$ cat config.mk
export PLATFORM = sky130hd
export DESIGN_NAME = sbq_sequencer
export DESIGN_NICKNAME = d
export VERILOG_FILES = /design/src/hw/rtl/sbq_pkg.sv /design/src/hw/rtl/sbq_sequencer.sv
export SDC_FILE = /design/constraint.sdc
export NUM_CORES = 1
export LEC_CHECK = 0
export BUFFER_PORTS_ARGS = -buffer_cell sky130_fd_sc_hd__buf_2
export CORE_MARGIN = 10
export CORE_UTILIZATION = 25
export DETAILED_ROUTE_END_ITERATION = 8
export SETUP_SLACK_MARGIN = 0.05
export SYNTH_ARGS = -nofsm -noshare
export SYNTH_HDL_FRONTEND = slang
export SYNTH_SLANG_ARGS = --single-unit
$ cat constraint.sdc
create_clock -name clk -period 2.4 [get_ports clk]
set_clock_uncertainty 0.05 [all_clocks]
set_input_delay 0.36 -clock clk [delete_from_list [all_inputs] [get_ports clk]]
set_output_delay 0.36 -clock clk [all_outputs]
set_load 0.02 [all_outputs]
$ cat src/hw/rtl/sbq_pkg.sv
package sbq_pkg;

	// Build-time constants of the arithmetic
	localparam int MAX_CHANNELS_DEF = 8;
	localparam int PHASE_BITS       = 24;
	localparam int SINE_TABLE_DEPTH = 1024;   // power of two
	localparam int SINE_IDX_BITS    = $clog2(SINE_TABLE_DEPTH);
	localparam int COEF_FRAC_BITS   = 22;

	// Field widths
	localparam int SAMPLE_W   = 16;
	localparam int CH_W       = 3;
	localparam int HIST_Y_W   = 32;            // Q24.8 output history
	localparam int Y_FRAC_BITS = 8;
	localparam int CFG_IDX_W  = 3;
	localparam int CFG_DATA_W = 24;

	localparam int CHANNELS_W = 4;
	localparam int LFO_STEP_W = 24;
	localparam int CENTRE_W   = 23;
	localparam int DEPTH_W    = 23;
	localparam int GAIN_W     = 22;
	localparam int B2_W       = 24;
	localparam int RES_W      = 22;

	// Datapath widths
	localparam int SINE_W = COEF_FRAC_BITS + 2;
	localparam int B1_W   = 25;
	localparam int MUL_W  = 33;
	localparam int PROD_W = 2 * MUL_W;
	localparam int ACC_W  = 64;
	localparam int Q30_W  = 31;

	localparam logic [Q30_W-1:0] Q30_ONE = Q30_W'(1) << 30;
	localparam logic [Q30_W-1:0] POLY_A  = Q30_W'(1686629713);
	localparam logic [Q30_W-1:0] POLY_B  = Q30_W'(688904863);
	localparam logic [Q30_W-1:0] POLY_C  = Q30_W'(76016983);

	typedef struct packed {
		logic [CHANNELS_W-1:0]  channels_in_use;
		logic [LFO_STEP_W-1:0]  lfo_step;
		logic [CENTRE_W-1:0]    centre_phase;
		logic [DEPTH_W-1:0]     depth_phase;
		logic [GAIN_W-1:0]      gain_a0;
		logic signed [B2_W-1:0] feedback_b2;
		logic [RES_W-1:0]       resonance_scale;
	} cfg_t;

	localparam cfg_t CFG_RESET = '{
		channels_in_use: 4'd2,
		lfo_step:        24'd76,
		centre_phase:    23'd760871,
		depth_phase:     23'd684784,
		gain_a0:         22'd14887,
		feedback_b2:     24'sd4164529,
		resonance_scale: 22'd4179419
	};

	typedef enum logic [CFG_IDX_W-1:0] {
		REG_CHANNELS,
		REG_LFO_STEP,
		REG_CENTRE,
		REG_DEPTH,
		REG_GAIN,
		REG_B2,
		REG_RES
	} cfg_reg_t;

	// Microcode
	localparam int STEP_W = 5;
	typedef logic [STEP_W-1:0] step_t;

	typedef enum logic [3:0] {
		MUL_NONE,
		MUL_TT,
		MUL_CT2,
		MUL_PT2,
		MUL_PT,
		MUL_DEPTH,
		MUL_RES,
		MUL_GAIN,
		MUL_B1Y1,
		MUL_B2Y2
	} mul_sel_t;

	typedef enum logic [3:0] {
		OP_NOP,
		OP_SIN_LFO,
		OP_SIN_FC,
		OP_T2,
		OP_PB,
		OP_PA,
		OP_SFIN,
		OP_B1,
		OP_ACC_LD,
		OP_ACC_SUB,
		OP_SAT,
		OP_OUT
	} op_t;

	typedef enum logic {
		JMP_NONE,
		JMP_NOT_FRAME
	} jmp_t;

	typedef struct packed {
		mul_sel_t mul;
		op_t      op;
		jmp_t     jmp;
		step_t    target;
		logic     last;
	} ctrl_t;

	localparam ctrl_t CTRL_NOP = '{
		mul: MUL_NONE, op: OP_NOP, jmp: JMP_NONE, target: '0, last: 1'b0
	};

	typedef struct packed {
		logic                       wr;
		logic signed [SAMPLE_W-1:0] sample;
		logic [CH_W-1:0]            ch;
	} result_t;

endpackage

$ cat src/hw/rtl/sbq_sequencer.sv
module sbq_sequencer
	import sbq_pkg::*;
(
	input  logic  clk,
	input  logic  arst_n,
	input  logic  start,
	input  logic  is_frame,
	input  logic  hold,
	output ctrl_t ctrl,
	output logic  busy
);

	localparam int    UCODE_LEN   = 27;
	localparam step_t STEP_SAMPLE = step_t'(21);

	function automatic ctrl_t cw(mul_sel_t m, op_t o);
		ctrl_t w;
		w = '{mul: m, op: o, jmp: JMP_NONE, target: '0, last: 1'b0};
		return w;
	endfunction

	// Sine polynomial takes 8 steps: t^2, C*t^2, B-, *t^2, A-, *t, finish
	function automatic ctrl_t ucode(step_t s);
		ctrl_t w;
		case (s)
			5'd0: w = '{mul: MUL_NONE, op: OP_SIN_LFO, jmp: JMP_NOT_FRAME,
				target: STEP_SAMPLE, last: 1'b0};
			5'd1:  w = cw(MUL_TT,    OP_NOP);
			5'd2:  w = cw(MUL_NONE,  OP_T2);
			5'd3:  w = cw(MUL_CT2,   OP_NOP);
			5'd4:  w = cw(MUL_NONE,  OP_PB);
			5'd5:  w = cw(MUL_PT2,   OP_NOP);
			5'd6:  w = cw(MUL_NONE,  OP_PA);
			5'd7:  w = cw(MUL_PT,    OP_NOP);
			5'd8:  w = cw(MUL_NONE,  OP_SFIN);
			5'd9:  w = cw(MUL_DEPTH, OP_NOP);
			5'd10: w = cw(MUL_NONE,  OP_SIN_FC);
			5'd11: w = cw(MUL_TT,    OP_NOP);
			5'd12: w = cw(MUL_NONE,  OP_T2);
			5'd13: w = cw(MUL_CT2,   OP_NOP);
			5'd14: w = cw(MUL_NONE,  OP_PB);
			5'd15: w = cw(MUL_PT2,   OP_NOP);
			5'd16: w = cw(MUL_NONE,  OP_PA);
			5'd17: w = cw(MUL_PT,    OP_NOP);
			5'd18: w = cw(MUL_NONE,  OP_SFIN);
			5'd19: w = cw(MUL_RES,   OP_NOP);
			5'd20: w = cw(MUL_NONE,  OP_B1);
			5'd21: w = cw(MUL_GAIN,  OP_NOP);
			5'd22: w = cw(MUL_B1Y1,  OP_ACC_LD);
			5'd23: w = cw(MUL_B2Y2,  OP_ACC_SUB);
			5'd24: w = cw(MUL_NONE,  OP_ACC_SUB);
			5'd25: w = cw(MUL_NONE,  OP_SAT);
			5'd26: w = '{mul: MUL_NONE, op: OP_OUT, jmp: JMP_NONE,
				target: '0, last: 1'b1};
			default: w = '{mul: MUL_NONE, op: OP_NOP, jmp: JMP_NONE,
				target: '0, last: 1'b1};
		endcase
		return w;
	endfunction

	step_t step_q;
	logic  busy_q;
	ctrl_t rom_cw;
	logic  stall;

	assign rom_cw = ucode(step_q);
	assign stall  = rom_cw.last && hold;
	assign busy   = busy_q;

	always_comb begin
		ctrl = CTRL_NOP;
		if (busy_q && !stall) begin
			ctrl = rom_cw;
		end
	end

	always_ff @(posedge clk or negedge arst_n) begin
		if (!arst_n) begin
			busy_q <= 1'b0;
			step_q <= '0;
		end else if (start) begin
			busy_q <= 1'b1;
			step_q <= '0;
		end else if (busy_q && !stall) begin
			if (rom_cw.last) begin
				busy_q <= 1'b0;
			end else if (rom_cw.jmp == JMP_NOT_FRAME && !is_frame) begin
				step_q <= rom_cw.target;
			end else begin
				step_q <= step_q + 1'b1;
			end
		end
	end

	a_start_idle: assert property (@(posedge clk) disable iff (!arst_n)
		start |-> !busy_q)
		else $error("request started while sequencer busy");

	a_hold_step: assert property (@(posedge clk) disable iff (!arst_n)
		(busy_q && stall) |=> (busy_q && $stable(step_q)))
		else $error("final step left while result slot full");

	a_step_range: assert property (@(posedge clk) disable iff (!arst_n)
		busy_q |-> (step_q < step_t'(UCODE_LEN)))
		else $error("step counter outside program");

endmodule

; Word-level counts from Yosys, hierarchy flattened
; Memory sizes are Yosys's and may differ from the RTL's.
; Cells that the tools add are included.
[totals]
regBits = 6
romBits = 416
word_cells = 22
memories = 1
[memory_table]
columns = memory, words, width, rd, rd_clocked_by_memory_dff, wr, line_no
row1 = (name not given), 32, 13, 1, 0, 0, sbq_sequencer.sv:25  ; case (s)
[op_classes]
n_addsub = 1
eq_ne = 1
n_mux = 8
reduce_logical = 9
[op_table]
columns = op, n
row1 = two-way mux 5 bit, 4
row2 = two-way mux 15 bit, 1
row3 = "adder 5 x 1 -> 5 bit, second input constant", 1
row4 = AND reduction 2 bit, 2
row5 = nonzero test 2 bit, 2
row6 = logical AND 1 bit, 3
row7 = two-way mux 1 bit, 3
row8 = logical NOT 1 bit, 2
row9 = "!= test 2 bit, second input constant", 1

; Logic depth before layout (Yosys ltp)
; Gate-level depths: netlist of run 1.
[depth]
word_depth = 6
ltp_mapped = 7

; Least setup slack after synthesis of run 1
; No wires, ideal clock.
[synth_timing]
path_kind = register -> output
from = reg step_q[2]
to = out ctrl[3] (netlist name)
arrival_time_ns = 1.761
setup_slack_ns = 0.229
path_stages_with_launch = 6
path_buffers = 2
path_cell_list = dfrtp_1 -> buf_6 -> o211ai_4 -> o21ai_4 -> nor4_2 -> buf_4
[synth_lines]
columns = element, line_no
row1 = start: declaration, sbq_sequencer.sv:61  ; step_t step_q;
row2 = start signal: assignment, sbq_sequencer.sv:88  ; step_q <= rom_cw.target;
row3 = start signal: assignment, sbq_sequencer.sv:90  ; step_q <= step_q + 1'b1;
row4 = end: declaration, sbq_sequencer.sv:9  ; output ctrl_t ctrl,

==> results.yml, run 1 <==
clock_tree:
  cts_buf_count: 3
  cts.clk_slew.worst_paths_ns: 0.04
  cts_tree: "yes"
  total_number_of_h_tree_levels: 1
  post-cts-setup-buffers: 0
  insertion_delay_ns: 0.24
  clk_root_buffer_cell: "sky130_fd_sc_hd__clkbuf_4"
  number_of_buffers_on_the_longest_clock_path: 2
  cts_sink_count: 6
yosys:
  seq_area_frac_synth: 0.191
  synth_async_reset_ratio: 1.00
  cell_accounting_for_the_most_synthesized_area: "sky130_fd_sc_hd__dfrtp_1"
  synth_edf_count: 0
  ys_dominant_reg_cell: "sky130_fd_sc_hd__dfrtp_1"
  ys_types: 39
  synth_seq_cells: 6
  yosys-top-cells-area: "sky130_fd_sc_hd__dfrtp_1 19%, sky130_fd_sc_hd__ha_1 9.5%, sky130_fd_sc_hd__a21oi_1 7.6%"
  yosysTopAreaCellShare: 0.191
  yosys_warnings: 0
  syn-mean-instance-area_um2: 8.28
  syn_area_um2: 787
  syn_inst: 95
floorplan:
  coreArea_um2: 3030
  die_h_um: 76.1
  chipWidth_um: 76.1
  io_pins: 21
  floorplan.initialDensity: 0.260
  row_count: 20
  area_of_the_die_um2: 5790
route:
  drt.antenna.violating_nets: 0
  detail_route.vias_per_cell: 4.50
  wirelength_um: 1830
  wl_per_cell_um: 12.0
  first_pass_iters: 4
  routed-via-count: 689
  drt_drc_violations_left: 0
  detailedRoute.firstIterationViolations: 29
power_and_ir_drop:
  netSwitchingFraction: 0.459
  totalPowerFinal_uw: 522
  cell_internal_pwr_uw: 283
  power_per_cell_area_nw_per_um2: 574
  pwr-share-seq: 0.261
  p_comb_frac: 0.570
  clkPwrFrac: 0.169
  p_switching_uw: 240
  power.ir.vdd_worst_mv: 0.255
  leakage_uw: 0.000413
sta:
  unrepaired_setup_endpoints_after_global_routing: "false"
  setup-violations-final: 0
  timing.final.crit_share: 0.912
  post-route-min-period_ns: 2.19
  postLayoutSetupSlackWorst_ns: 0.212
  final-hold-violation-count: 0
  timing.fmax_ghz: 0.457
  timing.final.max_slew_violations: 0
  setup_total_negative_slack_ns: 0
global_route:
  grt_use_total: 0.0624
  antenna_violations_before_repair: 0
  grt_first_pass_wirelength_um: 3170
  gr-total-overflow: 0
  grt_max_degree: 20
  grt_pass1_vias: 665
run_status:
  outcome: "finished clean"
setup_path:
  data_arrival_time_of_the_critical_path_ns: 1.78
  criticalPathCategory: "register to primary output"
  critical_path_rt_ns: 1.99
  startpoint_type_of_the_worst_setup_path: "register"
  critical_path.endpoint_type: "primary output"
  worst-path-max-fanout: 5
finish:
  finish.net_count: 122
  fillers: 329
  synthToLayoutAreaGrowth_pct: 15.6
  multiInputGateArea_um2: 531
  final-seq-area_um2: 153
  drive_gt1_frac: 0.330
  num_antenna_cells: 0
flow_run:
  max-cap-violations: 0
placed_design:
  place.gp.congestion: 0.837
  dp_slack_ns: 0.254
  buffers_added_on_ports: 18
  dp_hpwl_um: 1480
min_path:
  hold_class: "primary input to register"
==> per-layer routing <==
metal,track usage,share of wire,vias up,wire length (µm)
met5,0,0,-,0
met4,0.0112,0,0,0
met3,0.0259,0.064,0,117
met2,0.0995,0.47,15,854
met1,0.0769,0.47,313,857
li1,-,-,361,-
==> registers in the layout, indices dropped and copies added, names as in the netlist <==
register and flops:
step_q 5, busy 1
==> worst max-delay path, cell delays in order (launching register included) <==
cell and delay [ns]:
sky130_fd_sc_hd__dfrtp_1 0.43, sky130_fd_sc_hd__inv_1 0.11, sky130_fd_sc_hd__ha_2 0.23, sky130_fd_sc_hd__mux2_2 0.29, sky130_fd_sc_hd__a221oi_2 0.24, sky130_fd_sc_hd__a211oi_1 0.07, sky130_fd_sc_hd__buf_2 0.18
==> placed cells by master, fill, tap and decap left out, types with 2 or more instances in the layout <==
cell                       netlist  routed
sky130_fd_sc_hd__conb_1          1       2
sky130_fd_sc_hd__a211oi_1        5       5
sky130_fd_sc_hd__inv_1           9       9
sky130_fd_sc_hd__dfrtp_1         6       4
sky130_fd_sc_hd__a21oi_1        12      12
sky130_fd_sc_hd__and3_1          3       3
sky130_fd_sc_hd__nand3_1         2       2
sky130_fd_sc_hd__a31oi_1         2       2
sky130_fd_sc_hd__dfrtp_2         0       2
sky130_fd_sc_hd__nor2_1         10      10
sky130_fd_sc_hd__buf_2           2      18
sky130_fd_sc_hd__a221oi_2        1       2
sky130_fd_sc_hd__clkbuf_4        0       3
sky130_fd_sc_hd__o21ai_0         2       2
sky130_fd_sc_hd__buf_4           7       2
sky130_fd_sc_hd__nor3_1          2       2
sky130_fd_sc_hd__ha_1            6       5
==> final timing paths <==
path	start	to	slack [ns]	depth (start not counted)
setup / recovery	step_q[1]	ctrl[7]	0.21	6
hold / removal	start	step_q[4]	0.31	2
setup reg to reg	step_q[1]	step_q[1]	0.80	6
hold reg to reg	step_q[0]	step_q[0]	0.60	2
max in group asynchronous	arst_n	step_q[4]	1.71	2
min in group asynchronous	arst_n	step_q[1]	0.43	2
==> layout make-up <==
cell class                      instances  area share
Clock buffer                            3      0.0248
Inverter                                9      0.0371
Tap cell                               44      0.0605
Sequential cell                         6       0.168
Timing Repair Buffer                   21       0.127
Multi-Input combinational cell         70       0.583
==> power groups by stage <==
stage,sequential [µW],combinational (µW),clock (µW)
detailed placement,137,293,0
CTS,136,295,92.7
global route,140,332,98.7
global placement,136,291,0
finish,136,298,88.2
floorplan,125,256,0
==> cells by family after synthesis <==
family          synth area share
compound gates             0.313
fa+ha+maj                 0.0954
buf+inv                    0.151
flops                      0.191
mux                       0.0143
other cells              0.00476
simple gates               0.231
==> metrics by stage <==
step | cell area (µm²) | utilization | hold WS, ns | instances
after detailed placement | 866 | 0.286 | 0.139 | 149
final | 910 | 0.300 | 0.310 | 153
after CTS | 900 | 0.297 | 0.310 | 153
after global routing | 910 | 0.300 | 0.312 | 153
after global placement | 866 | 0.286 | 0.139 | 149
after floorplan | 791 | - | 0.0144 | 96
==> Yosys cell counts, drive strengths merged (2+ instances only) <==
cell type,number
a211oi,5
a21oi,12
a221oi,2
a31oi,2
and3,3
buf,11
dfrtp,6
ha,6
inv,9
nand2,2
nand2b,2
nand3,2
nor2,11
nor3,2
nor4,2
o21ai,3
==> repair_timing <==
item,in CTS,in global routing
hold endpoints to repair,6,0
gates resized for setup,1,3
setup endpoints to repair,1,7
hold buffers,1,0
(Power assumes the default switching activity.)
==> run 2: changes to the inputs <==
- ABC_AREA: default -> 1
==> results.yml, run 2 <==
placed_design:
  buffers_added_on_ports: 18
  dpl.cell_count: 181
  place.gp.congestion: 0.810
  dp_hpwl_um: 1640
  dp_slack_ns: 0.403
setup_path:
  worstPathCellList: "nor2_1 > nor2_4 > nand2_2 > nand2_2 > nor3_2 > buf_2"
  critPathMaxStageDelay_ns: 0.56
  worst-path-buf-inv: 1
  cp_slowest_cell: "sky130_fd_sc_hd__dfrtp_1"
  criticalPathCategory: "register to primary output"
  startpoint_type_of_the_worst_setup_path: "register"
  critical_path.endpoint_type: "primary output"
  critical_path_rt_ns: 1.99
  critical-path-top-delay-family: "simple AND/OR/NAND/NOR gates"
  worst-r2r-setup-slack_ns: 0.86
  path_common_cell: "sky130_fd_sc_hd__nand2_2"
  worst-path-max-fanout: 16
  data_arrival_time_of_the_critical_path_ns: 1.72
route:
  detailedRoute.firstIterationViolations: 64
  first_pass_iters: 4
  wl_per_cell_um: 11.2
  drt.antenna.violating_nets: 0
  drt_drc_violations_left: 0
  detail_route.vias_per_cell: 4.34
  wirelength_um: 2100
  routed-via-count: 811
finish:
  fillers: 351
  largest_reg_flops: 5
  multiInputGateArea_um2: 517
  synthToLayoutAreaGrowth_pct: 17.0
  finish.net_count: 156
  registers.top_by_ff_count: "step_q"
  most_used_cells_in_the_layout_excluding_fill_and_tap_cells: "35 x sky130_fd_sc_hd__nand2_1, 21 x sky130_fd_sc_hd__nand3_1, 18 x sky130_fd_sc_hd__buf_2"
  mostFrequentLayoutCell: "sky130_fd_sc_hd__nand2_1"
  instances_no_fill: 187
  num_antenna_cells: 0
  final-seq-area_um2: 151
  drive_gt1_frac: 0.245
power_and_ir_drop:
  p_comb_frac: 0.532
  p_switching_uw: 248
  power_per_cell_area_nw_per_um2: 552
  cell_internal_pwr_uw: 260
  netSwitchingFraction: 0.487
  totalPowerFinal_uw: 508
  power.ir.vdd_worst_mv: 0.268
  clkPwrFrac: 0.178
  leakage_uw: 0.000514
  pwr-share-seq: 0.290
yosys:
  syn_inst: 126
  yosys-top-cells-area: "sky130_fd_sc_hd__dfrtp_1 19%, sky130_fd_sc_hd__nand2_1 17%, sky130_fd_sc_hd__nand3_1 13%"
  syn_area_um2: 787
  synth_async_reset_ratio: 1.00
  yosys_warnings: 0
  ys_top_cells_by_count: "35 x sky130_fd_sc_hd__nand2_1, 21 x sky130_fd_sc_hd__nand3_1, 14 x sky130_fd_sc_hd__inv_1"
  synth_seq_cells: 6
  syn-mean-instance-area_um2: 6.25
  yosysTopAreaCellShare: 0.191
  seq_area_frac_synth: 0.191
  cell_accounting_for_the_most_synthesized_area: "sky130_fd_sc_hd__dfrtp_1"
  synthMostInstantiatedCell: "sky130_fd_sc_hd__nand2_1"
  ys_types: 19
  synth_edf_count: 0
  ys_dominant_reg_cell: "sky130_fd_sc_hd__dfrtp_1"
sta:
  setup_total_negative_slack_ns: 0
  whs_ns: 0.338
  final-hold-violation-count: 0
  unrepaired_setup_endpoints_after_global_routing: "false"
  slew_limit_headroom: 0.661
  timing.final.crit_share: 0.888
  tightestPinTransition_ns: 0.509
  postLayoutSetupSlackWorst_ns: 0.268
  timing.fmax_ghz: 0.469
  setup-violations-final: 0
  timing.final.max_slew_violations: 0
  post-route-min-period_ns: 2.13
floorplan:
  floorplan.initialDensity: 0.260
  area_of_the_die_um2: 5790
  row_count: 20
  chipWidth_um: 76.1
  io_pins: 21
  die_h_um: 76.1
  coreArea_um2: 3030
global_route:
  antenna_violations_before_repair: 0
  gr-total-overflow: 0
  grt_use_total: 0.0713
  grt_max_degree: 17
  grt_first_pass_wirelength_um: 3660
  grt_pass1_vias: 790
run_status:
  outcome: "finished clean"
clock_tree:
  cts.clk_slew.worst_paths_ns: 0.04
  insertion_delay_ns: 0.24
  clk_root_buffer_cell: "sky130_fd_sc_hd__clkbuf_4"
  total_number_of_h_tree_levels: 1
  cts_tree: "yes"
  cts_buf_count: 3
  cts_sink_count: 6
  number_of_buffers_on_the_longest_clock_path: 2
min_path:
  hold_class: "primary input to register"
flow_run:
  max-cap-violations: 0
run 2: what timing repair did:
action,CTS,global route
buffers inserted,0,2
gates resized for setup,0,1
hold buffers,1,0
setup endpoints to repair,0,1
endpoints found under the hold margin,6,0
run 2: cells by family after synthesis:
kind of cell    count (synthesis)  synth area share
simple gates                   79             0.485
buf+inv                        24             0.157
compound gates                 10            0.0668
fa+ha+maj                       6            0.0954
flops                           6             0.191
other cells                     1           0.00476
run 2: final timing paths:
check | start | to | depth (start not counted)
max | step_q[2] | ctrl[5] | 6
min | hold | busy | 3
max reg2reg | step_q[2] | step_q[2] | 6
min reg2reg | busy | busy | 2
max in group asynchronous | arst_n | step_q[0] | 2
min in group asynchronous | arst_n | step_q[3] | 2
run 2: power groups by stage:
stage,Sequential (µW),Clock [µW],Combinational (µW)
global placement,149,0,267
CTS,147,95.4,268
floorplan,126,0,236
finish,147,90.5,271
detailed placement,148,0,266
global route,150,99.5,309
run 2: through the flow:
| step | instance area [µm²] | util |
|---|---|---|
| final | 921 | 0.304 |
| after global routing | 921 | 0.304 |
| after CTS | 905 | 0.299 |
| after detailed placement | 872 | 0.288 |
| after global placement | 872 | 0.288 |
| after floorplan | 791 | - |
run 2: final cells by class:
type	count	share of cell area
Tap cell	44	0.0598
Timing Repair Buffer	21	0.125
Sequential cell	6	0.164
Clock buffer	3	0.0245
Inverter	16	0.0652
Multi-Input combinational cell	97	0.561
run 2: routing by layer:
layer  routed length (µm)  global-route usage
met1                 1010              0.0931
met2                  976               0.116
met3                  106              0.0118
met4                    6              0.0223
met5                    0                   0
run 2: worst min-delay path, stage by stage:
cell	delay, ns
sky130_fd_sc_hd__buf_2	0.09
sky130_fd_sc_hd__o21ai_0	0.08
sky130_fd_sc_hd__nand2_1	0.05
==> run 3: changes to the inputs <==
- REMOVE_ABC_BUFFERS: default -> 1
==> results.yml, run 3 (synthesis results as in run 2) <==
route:
  detailedRoute.firstIterationViolations: 85
  wl_per_cell_um: 10.8
  drt.antenna.violating_nets: 0
  routed-via-count: 807
  wirelength_um: 2030
  first_pass_iters: 4
  detail_route.vias_per_cell: 4.29
  drt_drc_violations_left: 0
clock_tree:
  number_of_buffers_on_the_longest_clock_path: 2
  cts_buf_count: 3
  clk_root_buffer_cell: "sky130_fd_sc_hd__clkbuf_4"
  cts_sink_count: 6
  total_number_of_h_tree_levels: 1
  cts.clk_slew.worst_paths_ns: 0.04
  insertion_delay_ns: 0.24
  cts_tree: "yes"
placed_design:
  place.gp.congestion: 0.820
  dpl.cell_count: 181
  dp_hpwl_um: 1610
  buffers_added_on_ports: 18
setup_path:
  criticalPathCategory: "register to primary output"
  cp_slowest_cell: "sky130_fd_sc_hd__dfrtp_1"
  path_common_cell: "sky130_fd_sc_hd__nand2_2"
  critical_path.endpoint_type: "primary output"
  critical-path-top-delay-family: "simple AND/OR/NAND/NOR gates"
  worst-r2r-setup-slack_ns: 0.84
  startpoint_type_of_the_worst_setup_path: "register"
  data_arrival_time_of_the_critical_path_ns: 1.73
  worstPathCellList: "nor2_1 > nor2_4 > nand2_2 > nand2_2 > nor3_2 > buf_2"
  regToRegEndpoint: "step_q[2]"
  critical_path_rt_ns: 1.99
  worstReg2RegStart: "step_q[2]"
  worst-path-buf-inv: 1
  crit_cells: 6
  worstRegToRegCells: 6
  worst-path-max-fanout: 16
  critPathMaxStageDelay_ns: 0.56
finish:
  registers.top_by_ff_count: "step_q"
  mostFrequentLayoutCell: "sky130_fd_sc_hd__nand2_1"
  synthToLayoutAreaGrowth_pct: 18.0
  num_antenna_cells: 0
  instances_no_fill: 188
  most_used_cells_in_the_layout_excluding_fill_and_tap_cells: "35 x sky130_fd_sc_hd__nand2_1, 21 x sky130_fd_sc_hd__nand3_1, 18 x sky130_fd_sc_hd__buf_2"
  drive_gt1_frac: 0.250
  largest_reg_flops: 5
  finish.net_count: 157
sta:
  tightestPinTransition_ns: 0.505
  setup-violations-final: 0
  setup_total_negative_slack_ns: 0
  unrepaired_setup_endpoints_after_global_routing: "false"
  timing.final.crit_share: 0.890
  timing.final.max_slew_violations: 0
  timing.fmax_ghz: 0.468
  final-hold-violation-count: 0
  post-route-min-period_ns: 2.14
  slew_limit_headroom: 0.663
power_and_ir_drop:
  power_per_cell_area_nw_per_um2: 548
  power.ir.vdd_worst_mv: 0.271
  leakage_uw: 0.000519
floorplan:
  floorplan.initialDensity: 0.260
  io_pins: 21
  row_count: 20
  coreArea_um2: 3030
  die_h_um: 76.1
  chipWidth_um: 76.1
  area_of_the_die_um2: 5790
global_route:
  grt_max_degree: 17
  grt_pass1_vias: 725
  gr-total-overflow: 0
  grt_use_total: 0.0638
  grt_first_pass_wirelength_um: 3220
  antenna_violations_before_repair: 0
run_status:
  outcome: "finished clean"
min_path:
  hold_class: "primary input to register"
  hold_path_startpoint: "hold"
  worst_hold_path.endpoint: "busy"
  min_delay_path_depth: 3
flow_run:
  max-cap-violations: 0
run 3: cell types whose count changed in the layout (fill, tap and decap cells not counted):
cell                    delta
sky130_fd_sc_hd__buf_4     +1
run 3: tightest hold or removal path: stages:
cell and delay (ns):
sky130_fd_sc_hd__buf_2 0.09, sky130_fd_sc_hd__o21ai_0 0.08, sky130_fd_sc_hd__nand2_1 0.06
run 3: area by class of cell:
cell class,count,area (µm²)
fillers,347,2100
flip-flops and latches,6,151
repair buffers,22,123
multi-input cells,97,517
clock buffers,3,22.5
inverters,16,60.1
well taps,44,55.1
run 3: metrics by stage:
stage / setup slack [ns] / utilization / power (µW) / area (µm²) / hold WS, ns
5_1_grt: 0.0553 / 0.307 / 559 / 928 / 0.350
3_5_place_dp: 0.421 / 0.288 / 414 / 872 / 0.137
4_1_cts: 0.152 / 0.299 / 508 / 905 / 0.340
3_3_place_gp: 0.410 / 0.288 / 415 / 872 / 0.141
6_report: 0.264 / 0.307 / 508 / 928 / 0.345
2_1_floorplan: 0.0757 / - / 328 / 727 / 0.0144
run 3: layer usage:
layer | wire, µm | share of wire | vias up | GRT usage
met1 | 974 | 0.48 | 353 | 0.0803
li1 | - | - | 435 | -
met3 | 126 | 0.062 | 0 | 0.0153
met2 | 930 | 0.46 | 19 | 0.0986
met4 | 0 | 0 | 0 | 0.0316
met5 | 0 | 0 | - | 0
run 3: what timing repair did:
action	in CTS	in global routing
hold endpoints to repair	6	0
resized for setup	0	1
setup buffers	0	3
hold buffers	1	0
setup endpoints to repair	0	1
run 3: worst max path at each step:
| stage | start | to | slack (ns) |
|---|---|---|---|
| final | step_q[2] | ctrl[5] | 0.26 |
| after global routing | step_q[2] | ctrl[1] | 0.06 |
| after global placement | step_q[0] | ctrl[7] | 0.41 |
| after CTS | step_q[0] | ctrl[7] | 0.15 |
| after floorplan | step_q[2] | ctrl[1] | 0.08 |
| after detailed placement | step_q[0] | ctrl[7] | 0.42 |
run 3: power by group:
part | switching [µW] | internal (µW) | total [µW]
combinational | 179 | 94.3 | 274
sequential | 35.2 | 112 | 147
clock | 31.3 | 56.2 | 87.5
total | 246 | 263 | 508
